==> config.mk <==
export PLATFORM = sky130hd
export DESIGN_NAME = recency_list_move_head_tail
export DESIGN_NICKNAME = d
export VERILOG_FILES = /design/src/rlmht_pkg.sv /design/src/recency_list_move_head_tail.sv /design/src/rlmht_link_ram.sv /design/src/rlmht_seq.sv
export SDC_FILE = /design/constraint.sdc
export NUM_CORES = 1
export LEC_CHECK = 0
export BUFFER_PORTS_ARGS = -buffer_cell sky130_fd_sc_hd__buf_2
export CAP_MARGIN = 15
export CORE_AREA = 2 2 229 288
export CTS_CLUSTER_SIZE = 10
export DETAILED_ROUTE_END_ITERATION = 7
export DIE_AREA = 0 0 231 290
export PLACE_DENSITY = 0.76
export SYNTH_ARGS = -nofsm -noshare
export SYNTH_HDL_FRONTEND = slang
export SYNTH_SLANG_ARGS = --single-unit
==> constraint.sdc <==
create_clock -name clock -period 7 [get_ports clock]
set_clock_uncertainty 0.2 [all_clocks]
set_input_delay 0.35 -clock clock [delete_from_list [all_inputs] [get_ports clock]]
set_output_delay 0.35 -clock clock [all_outputs]
set_load 0.02 [all_outputs]
==> src/rlmht_pkg.sv <==
// Shared types and codes for the recency list block.
`timescale 1ns / 1ps

package rlmht_pkg;

   localparam int unsigned ENTRY_W = 7;

   localparam logic [1:0] FUNC_HEAD    = 2'd0;
   localparam logic [1:0] FUNC_TAIL    = 2'd1;
   localparam logic [1:0] FUNC_REBUILD = 2'd2;
   localparam logic [1:0] FUNC_READ    = 2'd3;

   typedef struct packed {
      logic [1:0]         func;
      logic [ENTRY_W-1:0] entry;
   } req_type;

   typedef struct packed {
      logic [ENTRY_W-1:0] entry_out;
      logic               last;
   } rsp_type;

   // One write to a link table, addressed by entry number (1-based).
   typedef struct packed {
      logic               we;
      logic [ENTRY_W-1:0] ent;
      logic [ENTRY_W-1:0] data;
   } link_wr_type;

endpackage

==> src/recency_list_move_head_tail.sv <==
// Top level: length register, link tables and sequencer of the recency list.
// Move to head or tail: link read, then writes in S_UNLINK, S_LINK_K, S_LINK_NB.
// Rebuild: one table row written per cycle by the sweep, rows 1 to length.
// Read out: each word waits for a free output slot, then the next link is read.
// Out-of-range moves give no word and leave the list as it is.
// Reset (synchronous): length = ENTRIES, then a sweep over all rows builds the chain.
`timescale 1ns / 1ps

module recency_list_move_head_tail #(
   parameter int ENTRIES = 64
) (
   input  logic                          clock,
   input  logic                          reset,
   input  logic                          req_valid,
   output logic                          req_ready,
   input  rlmht_pkg::req_type            req_data,
   output logic                          rsp_valid,
   input  logic                          rsp_ready,
   output rlmht_pkg::rsp_type            rsp_data,
   input  logic                          csr_valid,
   output logic                          csr_ready,
   input  logic [rlmht_pkg::ENTRY_W-1:0] csr_data
);
   import rlmht_pkg::*;

   localparam logic [ENTRY_W-1:0] MAX_LEN = ENTRY_W'(ENTRIES);

   logic [ENTRY_W-1:0] length_ff, length_in;
   logic               csr_write;
   logic [ENTRY_W-1:0] rd_ent;
   logic [ENTRY_W-1:0] next_rd;
   logic [ENTRY_W-1:0] prev_rd;
   link_wr_type        next_wr;
   link_wr_type        prev_wr;

   assign csr_ready = 1'b1;
   assign csr_write = csr_valid && csr_ready;

   // clamp the written length into 1..ENTRIES
   always_comb begin
      length_in = length_ff;
      if (csr_write) begin
         if (csr_data == '0) begin
            length_in = ENTRY_W'(1);
         end else if (csr_data > MAX_LEN) begin
            length_in = MAX_LEN;
         end else begin
            length_in = csr_data;
         end
      end
   end

   always_ff @(posedge clock) begin
      if (reset) begin
         length_ff <= MAX_LEN;
      end else begin
         length_ff <= length_in;
      end
   end

   rlmht_link_ram #(.ENTRIES(ENTRIES)) u_next_ram (
      .clock   (clock),
      .wr      (next_wr),
      .rd_ent  (rd_ent),
      .rd_data (next_rd)
   );

   rlmht_link_ram #(.ENTRIES(ENTRIES)) u_prev_ram (
      .clock   (clock),
      .wr      (prev_wr),
      .rd_ent  (rd_ent),
      .rd_data (prev_rd)
   );

   rlmht_seq u_seq (
      .clock         (clock),
      .reset         (reset),
      .length        (length_ff),
      .rebuild_start (csr_write),
      .req_valid     (req_valid),
      .req_ready     (req_ready),
      .req_data      (req_data),
      .rsp_valid     (rsp_valid),
      .rsp_ready     (rsp_ready),
      .rsp_data      (rsp_data),
      .rd_ent        (rd_ent),
      .next_rd       (next_rd),
      .prev_rd       (prev_rd),
      .next_wr       (next_wr),
      .prev_wr       (prev_wr)
   );

   a_len_range: assert property (@(posedge clock) disable iff (reset)
      length_ff != '0 && length_ff <= MAX_LEN)
      else $error("list length out of range");

   a_csr_sweep: assert property (@(posedge clock) disable iff (reset)
      csr_write |=> !req_ready)
      else $error("length write did not start a rebuild sweep");

   a_read_busy: assert property (@(posedge clock) disable iff (reset)
      (req_valid && req_ready && req_data.func == FUNC_READ) |=> !req_ready)
      else $error("read out accepted without a walk");

   a_reset_sweep: assert property (@(posedge clock)
      $fell(reset) |-> !req_ready)
      else $error("no clearing sweep after reset");

endmodule

==> src/rlmht_link_ram.sv <==
// One link table: a synchronous memory indexed by entry number.
`timescale 1ns / 1ps

module rlmht_link_ram #(
   parameter int ENTRIES = 64
) (
   input  logic                         clock,
   input  rlmht_pkg::link_wr_type       wr,
   input  logic [rlmht_pkg::ENTRY_W-1:0] rd_ent,
   output logic [rlmht_pkg::ENTRY_W-1:0] rd_data
);
   import rlmht_pkg::*;

   localparam int AW = $clog2(ENTRIES);

   logic [ENTRY_W-1:0] link_mem [ENTRIES];
   logic [ENTRY_W-1:0] rdata_ff;
   logic [ENTRY_W-1:0] wr_off;
   logic [ENTRY_W-1:0] rd_off;

   // entries are numbered from 1; table slots from 0
   assign wr_off = ENTRY_W'(wr.ent - ENTRY_W'(1));
   assign rd_off = ENTRY_W'(rd_ent - ENTRY_W'(1));

   always_ff @(posedge clock) begin
      if (wr.we) begin
         link_mem[wr_off[AW-1:0]] <= wr.data;
      end
      rdata_ff <= link_mem[rd_off[AW-1:0]];
   end

   assign rd_data = rdata_ff;

endmodule

==> src/rlmht_seq.sv <==
// Sequencer: moves, rebuild sweep and read-out walk over the link tables.
`timescale 1ns / 1ps

module rlmht_seq (
   input  logic                          clock,
   input  logic                          reset,
   input  logic [rlmht_pkg::ENTRY_W-1:0] length,
   input  logic                          rebuild_start,
   input  logic                          req_valid,
   output logic                          req_ready,
   input  rlmht_pkg::req_type            req_data,
   output logic                          rsp_valid,
   input  logic                          rsp_ready,
   output rlmht_pkg::rsp_type            rsp_data,
   output logic [rlmht_pkg::ENTRY_W-1:0] rd_ent,
   input  logic [rlmht_pkg::ENTRY_W-1:0] next_rd,
   input  logic [rlmht_pkg::ENTRY_W-1:0] prev_rd,
   output rlmht_pkg::link_wr_type        next_wr,
   output rlmht_pkg::link_wr_type        prev_wr
);
   import rlmht_pkg::*;

   typedef enum logic [2:0] {
      S_SWEEP,
      S_IDLE,
      S_UNLINK,
      S_LINK_K,
      S_LINK_NB,
      S_RO_EMIT,
      S_RO_WAIT
   } state_type;

   localparam logic [ENTRY_W-1:0] ONE  = ENTRY_W'(1);
   localparam logic [ENTRY_W-1:0] NONE = '0;

   state_type          state_ff, state_in;
   logic               to_tail_ff, to_tail_in;
   logic [ENTRY_W-1:0] k_ff, k_in;
   logic [ENTRY_W-1:0] head_ff, head_in;
   logic [ENTRY_W-1:0] tail_ff, tail_in;
   logic [ENTRY_W-1:0] cur_ff, cur_in;
   logic [ENTRY_W-1:0] cnt_ff, cnt_in;
   logic [ENTRY_W-1:0] sweep_ff, sweep_in;
   logic               rsp_valid_ff, rsp_valid_in;
   rsp_type            rsp_data_ff, rsp_data_in;
   logic               accept;
   logic               slot_free;
   logic               is_last;

   assign req_ready = (state_ff == S_IDLE);
   assign accept    = req_valid && req_ready;
   assign slot_free = !rsp_valid_ff || rsp_ready;
   assign is_last   = (cur_ff == tail_ff) || (ENTRY_W'(cnt_ff + ONE) == length);

   // Reads are issued only in cycles that write nothing, so no forwarding is needed.
   assign rd_ent = (state_ff == S_RO_EMIT) ? cur_ff : req_data.entry;

   always_comb begin
      state_in     = state_ff;
      to_tail_in   = to_tail_ff;
      k_in         = k_ff;
      head_in      = head_ff;
      tail_in      = tail_ff;
      cur_in       = cur_ff;
      cnt_in       = cnt_ff;
      sweep_in     = sweep_ff;
      rsp_valid_in = rsp_valid_ff && !rsp_ready;
      rsp_data_in  = rsp_data_ff;
      next_wr      = '0;
      prev_wr      = '0;

      case (state_ff)
         S_SWEEP: begin
            next_wr.we   = 1'b1;
            next_wr.ent  = sweep_ff;
            next_wr.data = (sweep_ff < length) ? ENTRY_W'(sweep_ff + ONE) : NONE;
            prev_wr.we   = 1'b1;
            prev_wr.ent  = sweep_ff;
            prev_wr.data = ENTRY_W'(sweep_ff - ONE);
            if (sweep_ff >= length) begin
               head_in  = ONE;
               tail_in  = length;
               state_in = S_IDLE;
            end else begin
               sweep_in = ENTRY_W'(sweep_ff + ONE);
            end
         end
         S_IDLE: begin
            if (accept) begin
               case (req_data.func)
                  FUNC_HEAD, FUNC_TAIL: begin
                     // drop entries outside 1..length
                     if (req_data.entry != NONE && req_data.entry <= length) begin
                        k_in       = req_data.entry;
                        to_tail_in = (req_data.func == FUNC_TAIL);
                        state_in   = S_UNLINK;
                     end
                  end
                  FUNC_REBUILD: begin
                     sweep_in = ONE;
                     state_in = S_SWEEP;
                  end
                  default: begin
                     cur_in   = head_ff;
                     cnt_in   = NONE;
                     state_in = S_RO_EMIT;
                  end
               endcase
            end
         end
         S_UNLINK: begin
            if (prev_rd != NONE) begin
               next_wr.we   = 1'b1;
               next_wr.ent  = prev_rd;
               next_wr.data = next_rd;
            end else begin
               head_in = next_rd;
            end
            if (next_rd != NONE) begin
               prev_wr.we   = 1'b1;
               prev_wr.ent  = next_rd;
               prev_wr.data = prev_rd;
            end else begin
               tail_in = prev_rd;
            end
            state_in = S_LINK_K;
         end
         S_LINK_K: begin
            next_wr.we   = 1'b1;
            next_wr.ent  = k_ff;
            next_wr.data = to_tail_ff ? NONE : head_ff;
            prev_wr.we   = 1'b1;
            prev_wr.ent  = k_ff;
            prev_wr.data = to_tail_ff ? tail_ff : NONE;
            state_in     = S_LINK_NB;
         end
         S_LINK_NB: begin
            if (to_tail_ff) begin
               if (tail_ff != NONE) begin
                  next_wr.we   = 1'b1;
                  next_wr.ent  = tail_ff;
                  next_wr.data = k_ff;
               end else begin
                  head_in = k_ff;
               end
               tail_in = k_ff;
            end else begin
               if (head_ff != NONE) begin
                  prev_wr.we   = 1'b1;
                  prev_wr.ent  = head_ff;
                  prev_wr.data = k_ff;
               end else begin
                  tail_in = k_ff;
               end
               head_in = k_ff;
            end
            state_in = S_IDLE;
         end
         S_RO_EMIT: begin
            if (slot_free) begin
               rsp_valid_in          = 1'b1;
               rsp_data_in.entry_out = cur_ff;
               rsp_data_in.last      = is_last;
               cnt_in                = ENTRY_W'(cnt_ff + ONE);
               state_in              = is_last ? S_IDLE : S_RO_WAIT;
            end
         end
         S_RO_WAIT: begin
            cur_in   = next_rd;
            state_in = S_RO_EMIT;
         end
         default: begin
            state_in = S_IDLE;
         end
      endcase

      // a length write restarts the list
      if (rebuild_start) begin
         sweep_in = ONE;
         state_in = S_SWEEP;
      end
   end

   always_ff @(posedge clock) begin
      if (reset) begin
         state_ff     <= S_SWEEP;
         sweep_ff     <= ONE;
         rsp_valid_ff <= 1'b0;
         head_ff      <= ONE;
         tail_ff      <= NONE;
      end else begin
         state_ff     <= state_in;
         sweep_ff     <= sweep_in;
         rsp_valid_ff <= rsp_valid_in;
         head_ff      <= head_in;
         tail_ff      <= tail_in;
      end
      to_tail_ff  <= to_tail_in;
      k_ff        <= k_in;
      cur_ff      <= cur_in;
      cnt_ff      <= cnt_in;
      rsp_data_ff <= rsp_data_in;
   end

   assign rsp_valid = rsp_valid_ff;
   assign rsp_data  = rsp_data_ff;

endmodule

==> run_results.csv, run 1 <==
group,metric,value,unit
synth,yosys-top-cells-area,"edfxtp_1, o221ai_1, o22ai_1",
timing,fmax,185.7,MHz
setup_path,critPathRequiredTime,7.34,ns
floorplanning,initial_core_util,59.71,%
timing,setup_violations,0,
timing,timing.final.max_slew_violations,0,
synth,ys_async_sr_fraction,0,%
clocking,cts_buffers,107,
finish,antenna_cells,0,
pwr,seqPwrFrac,52.7,%
routing,wl_per_cell,29.92,um
timing,tightestPinTransition,1.208,ns
synth,synthesis.area,38230,um^2
timing,hold_viol_final,0,
finish,final_net_count,2500,
pwr,leakage,12.92,nW
finish,final_core_util,66.54,%
timing,fin_crit_sh,76.92,%
clocking,clk_path_buf_depth,3,
pwr,clock_power_share,39.5,%
synth,synth.largest_area_cell,"edfxtp_1",
pwr,p_int,9.622,mW
setup_path,cp_max_fo,212,
timing,tns,0,ns
setup_path,crit_path_max_incr_delay,0.90,ns
timing,slew-limit-headroom,19.49,%
routing,routed_wl,100.8,mm
setup_path,cp-end-kind,"flop",
min_path,hp-class,"input port to flop",
clocking,clk_pin_slew,0.06,ns
routing,drc,0,
clocking,cts_sinks,972,
finish,syn2layout_area_growth,11.43,%
timing,layout_min_cycle_time,5.384,ns
floorplanning,dieArea,66990,um^2
synth,synth_edf_count,926,
global_route,antenna_found_initial,1,
floorplanning,ioPinCount,32,
clocking,cts_tree,"built",
pwr,power_density,294.8,nW/um^2
synth,synth_top_cell_area_share,72.74,%
finish,mostFrequentLayoutCell,"edfxtp_1",
floorplanning,fp.dieW,231,um
pwr,power,12.56,mW
routing,vias,23830,
synth,synthDistinctLibCells,89,
synth,synth_nets,2459,
floorplanning,die_h,290,um
synth,yosysWarnings,0,
pwr,vdd_drop_max,0.0002732,V
setup_path,critPathKind,"flop to flop",
placed_design,hpwl,60.53,mm
synth,avgSynthCellArea,15.81,um^2
routing,drt-pass1-iter-count,5,
global_route,grt_use_total,29.95,%
global_route,grt_pass1_vias,23820,
synth,seq_area_frac_synth,75.15,%
floorplanning,num_rows,104,
setup_path,crit_slowest_cell,"dfxtp_1",
setup_path,critPathMostFrequentCell,"o22ai_1",
finish,final_cell_mix,"edfxtp_1, o22ai_1, o221ai_1",
floorplanning,core,64020,um^2
pwr,swShare,23.39,%
synth,synthCells,2418,
clocking,h-tree-depth,3,
clocking,clockRootBuffer,"clkbuf_16",
synth,ys.flop_type,"edfxtp_1",
routing,postRouteAntennaNets,0,
timing,rsz0062_at_grt,"no",
synth,ys_ff_latch,972,
placed_design,place.port_buffers,30,
placed_design,place_congestion,0.9379,
outcome,status,"finished clean",
clocking,clock_latency,0.69,ns
routing,drtIter0Drc,2997,
pwr,combPwrFrac,7.8,%
routing,via_per_inst,7.073,
setup_path,worstPathArrival,5.73,ns
setup_path,worstPathCellList,"and4b_1 -> a21oi_4 -> ha_1 -> inv_1 -> o211ai_1 -> buf_12 -> o22ai_1 -> o22ai_1 -> a22oi_1 -> nand4_1",
global_route,grt_overflow,0,
setup_path,critPathLaunchType,"flop",
flow_run,maxCapViolCount,0,
finish,drive_gt1_share,10.51,%
pwr,net-switching-power,2.937,mW
global_route,grt_max_degree,213,
global_route,grt_pass1_wl,149.7,mm
[sequential cells by signal (all words and copies together) (netlist names)]
| register | cells |
|---|---|
| length_ff | 7 |
| u_next_ram.link_mem | 448 |
| u_next_ram.rd_data | 7 |
| u_prev_ram.link_mem | 448 |
| u_prev_ram.rd_data | 7 |
| u_seq.cnt_ff | 7 |
| u_seq.cur_ff | 7 |
| u_seq.head_ff | 7 |
| u_seq.k_ff | 7 |
| u_seq.rsp_data | 8 |
| u_seq.rsp_valid | 1 |
| u_seq.state_ff | 3 |
| u_seq.sweep_ff | 7 |
| u_seq.tail_ff | 7 |
| u_seq.to_tail_ff | 1 |
[cells in the mapped netlist, types with 4 or more instances]
cell type,number
edfxtp_1,926
o22ai_1,297
o221ai_1,214
nor2_1,179
clkbuf_1,103
nand2_1,88
a22oi_1,52
dfxtp_1,46
buf_2,45
a21oi_1,44
nand3_1,29
xnor2_1,29
o22a_1,26
o21ai_0,25
nor3_1,24
inv_1,22
ha_1,20
nand4_1,15
xor2_1,14
nor2b_1,13
mux2_2,12
mux2i_1,10
buf_6,9
mux4_2,9
a311oi_1,7
a31o_2,7
a32o_1,7
a32oi_1,7
buf_4,7
or4_1,7
and2_1,6
buf_1,6
nand2b_1,6
nor4_1,6
or3b_2,6
o211ai_1,5
a221o_1,4
and3_1,4
nor3b_1,4
nor3b_4,4
[kinds of logic after synthesis]
logic type / Yosys count / share of synthesized area (%)
xor gates and xnor gates: 45 / 1.100
adders and majority gates: 20 / 0.6546
other: 1 / 0.009809
buffers and inverters: 193 / 2.288
AOI/OAI and AO/OA: 740 / 14.30
and+or+nand+nor: 414 / 5.263
muxes: 33 / 1.240
DFF: 972 / 75.15
[final timing paths]
kind | startpoint | end | slack [ns] | cells after the start
worst max-delay path | u_seq.state_ff[1]$_SDFFE_PP0P_ | u_prev_ram.rd_data[1]$_DFF_P_ | 1.62 | 10
worst min-delay path | req_data[7] | u_seq.state_ff[2]$_SDFFE_PP0P_ | 0.09 | 5
worst max register to register | u_seq.state_ff[1]$_SDFFE_PP0P_ | u_prev_ram.rd_data[1]$_DFF_P_ | 1.62 | 10
worst min register to register | u_seq.cur_ff[6]$_DFFE_PP_ | u_seq.rsp_data[7]$_DFFE_PP_ | 0.30 | 0
[worst max-delay path: cells and delay by family, from the launching register on]
kind	cells	cell delay, ns
fa+ha+maj	1	0.54
flops	1	0.90
buf+inv	2	0.99
compound gates	5	1.91
simple gates	2	0.51
[through the flow]
step,cells,area [um^2],hold WS (ns),setup WS (ns)
final,3369,42600,0.09265,1.616
after global routing,3369,42600,0.1096,1.381
after CTS,3369,42600,0.05491,1.715
after detailed placement,3161,39200,0.2858,1.701
after global placement,3161,39200,0.2904,1.755
after floorplan,2418,38230,0.2216,2.075
[power by group through the flow]
stage / Clock (mW) / Combinational, mW / Sequential, mW
after floorplan: 0 / 0.601 / 6.68
after global placement: 0 / 0.924 / 6.72
final: 4.96 / 0.986 / 6.62
after CTS: 4.98 / 0.972 / 6.61
after detailed placement: 0 / 0.948 / 6.73
after global routing: 5.20 / 1.04 / 6.61
[layer usage]
metal  vias to the layer above  GRT usage (%)  wire, um
li1                      10100              -         -
met1                     11860          37.99     35530
met2                      1533          49.50     49950
met3                       338          5.454      9700
met4                         2          15.50      5594
met5                         -              0        12
[what timing repair did]
| action | 4_1_cts | 5_1_grt |
|---|---|---|
| hold endpoints to repair | 29 | 0 |
| endpoints found under the setup margin | 0 | 0 |
| buffers inserted | 0 | 0 |
| resized for setup | 0 | 0 |
| hold buffers | 37 | 0 |
[layout make-up]
type / count / area (um^2)
clock buffers: 164 / 2913
clock inverters: 7 / 113.9
well taps: 848 / 1061
inverters: 23 / 86.33
repair buffers: 102 / 833.3
multi-input cells: 1253 / 8864
fillers: 4225 / 21420
flip-flops and latches: 972 / 28730
Power figures use the tool's default switching activity.
==> inputs of run 2 (changes only) <==
==> constraint.sdc (replaced) <==
create_clock -name clock -period 5.3 [get_ports clock]
set_clock_uncertainty 0.2 [all_clocks]
set_input_delay 0.265 -clock clock [delete_from_list [all_inputs] [get_ports clock]]
set_output_delay 0.265 -clock clock [all_outputs]
set_load 0.02 [all_outputs]
==> run_results.csv, run 2 (synthesis gave the netlist of run 1 again) <==
group,metric,value,unit
outcome,status,"finished clean",
pwr,power_density,389.8,nW/um^2
timing,timing.final.max_slew_violations,0,
clocking,h-tree-depth,3,
finish,syn2layout_area_growth,11.95,%
routing,postRouteAntennaNets,0,
placed_design,place.port_buffers,30,
clocking,cts_sinks,972,
global_route,grt_pass1_wl,150.4,mm
floorplanning,ioPinCount,32,
setup_path,cp-end-kind,"flop",
setup_path,worstPathArrival,4.95,ns
timing,setup_violations,0,
routing,drc,0,
timing,tns,0,ns
clocking,cts_buffers,108,
pwr,p_int,12.76,mW
global_route,grt_use_total,30.09,%
finish,final_area,42800,um^2
finish,mostFrequentLayoutCell,"edfxtp_1",
pwr,net-switching-power,3.920,mW
pwr,swShare,23.50,%
global_route,grt_overflow,0,
timing,fin_crit_sh,91.30,%
pwr,seqPwrFrac,52.3,%
routing,drtIter0Drc,3153,
timing,rsz0062_at_grt,"no",
floorplanning,dieArea,66990,um^2
finish,antenna_cells,0,
clocking,clock_latency,0.68,ns
min_path,holdPathStages,2,
flow_run,maxCapViolCount,0,
global_route,antenna_found_initial,0,
timing,fmax,206.7,MHz
timing,layout_min_cycle_time,4.839,ns
timing,setup_ws,0.4610,ns
routing,wl_per_cell,29.67,um
placed_design,placed_area,39400,um^2
setup_path,critPathKind,"flop to flop",
setup_path,cp_max_fo,22,
routing,via_per_inst,7.114,
finish,drive_gt1_share,11.19,%
routing,drt-pass1-iter-count,7,
clocking,clk_path_buf_depth,3,
clocking,clockRootBuffer,"clkbuf_16",
finish,final_net_count,2515,
setup_path,rr_worst_depth,10,
floorplanning,die_h,290,um
finish,final_core_util,66.85,%
pwr,leakage,13.03,nW
routing,vias,24100,
clocking,cts_tree,"built",
placed_design,hpwl,62.10,mm
clocking,cts_setup_buffers,0,
floorplanning,num_rows,104,
floorplanning,core,64020,um^2
pwr,clock_power_share,39.7,%
setup_path,critPathRequiredTime,5.41,ns
placed_design,pre_cts_slack,0.5961,ns
floorplanning,initial_core_util,59.71,%
floorplanning,fp.dieW,231,um
global_route,grt_pass1_vias,23840,
routing,routed_wl,100.5,mm
pwr,power,16.68,mW
pwr,combPwrFrac,8.0,%
global_route,grt_max_degree,149,
timing,slew-limit-headroom,21.61,%
timing,hold_viol_final,0,
min_path,hp-class,"input port to flop",
setup_path,critPathLaunchType,"flop",
clocking,cts_resized,0,
pwr,vdd_drop_max,0.0003021,V
clocking,clk_pin_slew,0.06,ns
placed_design,place_congestion,0.9517,
timing,tightestPinTransition,1.169,ns
finish,final_cell_mix,"edfxtp_1, o22ai_1, o221ai_1",
run 2: cell types whose count changed in the layout (fill, tap and decap cells not counted), sizes merged:
cell / previous run / this run
inv: 24 / 26
buf: 65 / 82
dlygate4sd3: 37 / 34
clkbuf: 164 / 166
run 2: area by class of cell:
type                       instances  area (um^2)
clock buffer                     166         2942
clock inverter                     9        116.4
fill                            4124        21220
inverter                          23        86.33
multi-input combinational       1253         8864
sequential                       972        28730
tap                              848         1061
timing repair buffer             116         1001
run 2: path summary, 6_finish.rpt:
check | to | start | slack (ns)
max | u_next_ram.link_mem[13][5]$_DFFE_PP_ | u_seq.state_ff[0]$_SDFFE_PP0P_ | 0.46
min | u_seq.k_ff[5]$_DFFE_PP_ | req_data[5] | 0.20
max reg2reg | u_next_ram.link_mem[13][5]$_DFFE_PP_ | u_seq.state_ff[0]$_SDFFE_PP0P_ | 0.46
min reg2reg | u_seq.rsp_data[7]$_DFFE_PP_ | u_seq.cur_ff[6]$_DFFE_PP_ | 0.28
run 2: what timing repair did:
item | CTS | global route
hold buffers | 34 | 0
endpoints found under the hold margin | 48 | 0
endpoints found under the setup margin | 0 | 0
run 2: power groups by stage:
stage,logic [mW],clock network (mW),registers (mW)
2_1_floorplan,0.794,0,8.82
3_3_place_gp,1.25,0,8.86
3_5_place_dp,1.29,0,8.86
4_1_cts,1.31,6.64,8.71
5_1_grt,1.41,6.97,8.72
6_report,1.34,6.62,8.72
run 2: stage by stage:
step	hold slack, ns	std cells
6_report	0.1984	3387
5_1_grt	0.1947	3387
4_1_cts	0.1910	3387
3_5_place_dp	0.2695	3178
3_3_place_gp	0.2732	3177
2_1_floorplan	0.1366	2418
run 2: layer usage:
layer	global-route usage (%)	wire length, um	vias up
li1	-	-	10120
met1	39.23	36060	11990
met2	48.35	49010	1694
met3	6.378	10400	294
met4	14.74	5011	0
met5	0	0	-
run 2: critical path: stages (launching register included):
cell     delay (ns)
dfxtp_1        0.56
nor3b_4        0.66
and2_0         0.43
a221o_1        0.47
inv_1          0.16
ha_1           0.41
inv_1          0.08
nor4_1         0.50
and2_1         0.23
nand2_1        0.18
nor2_1         0.57
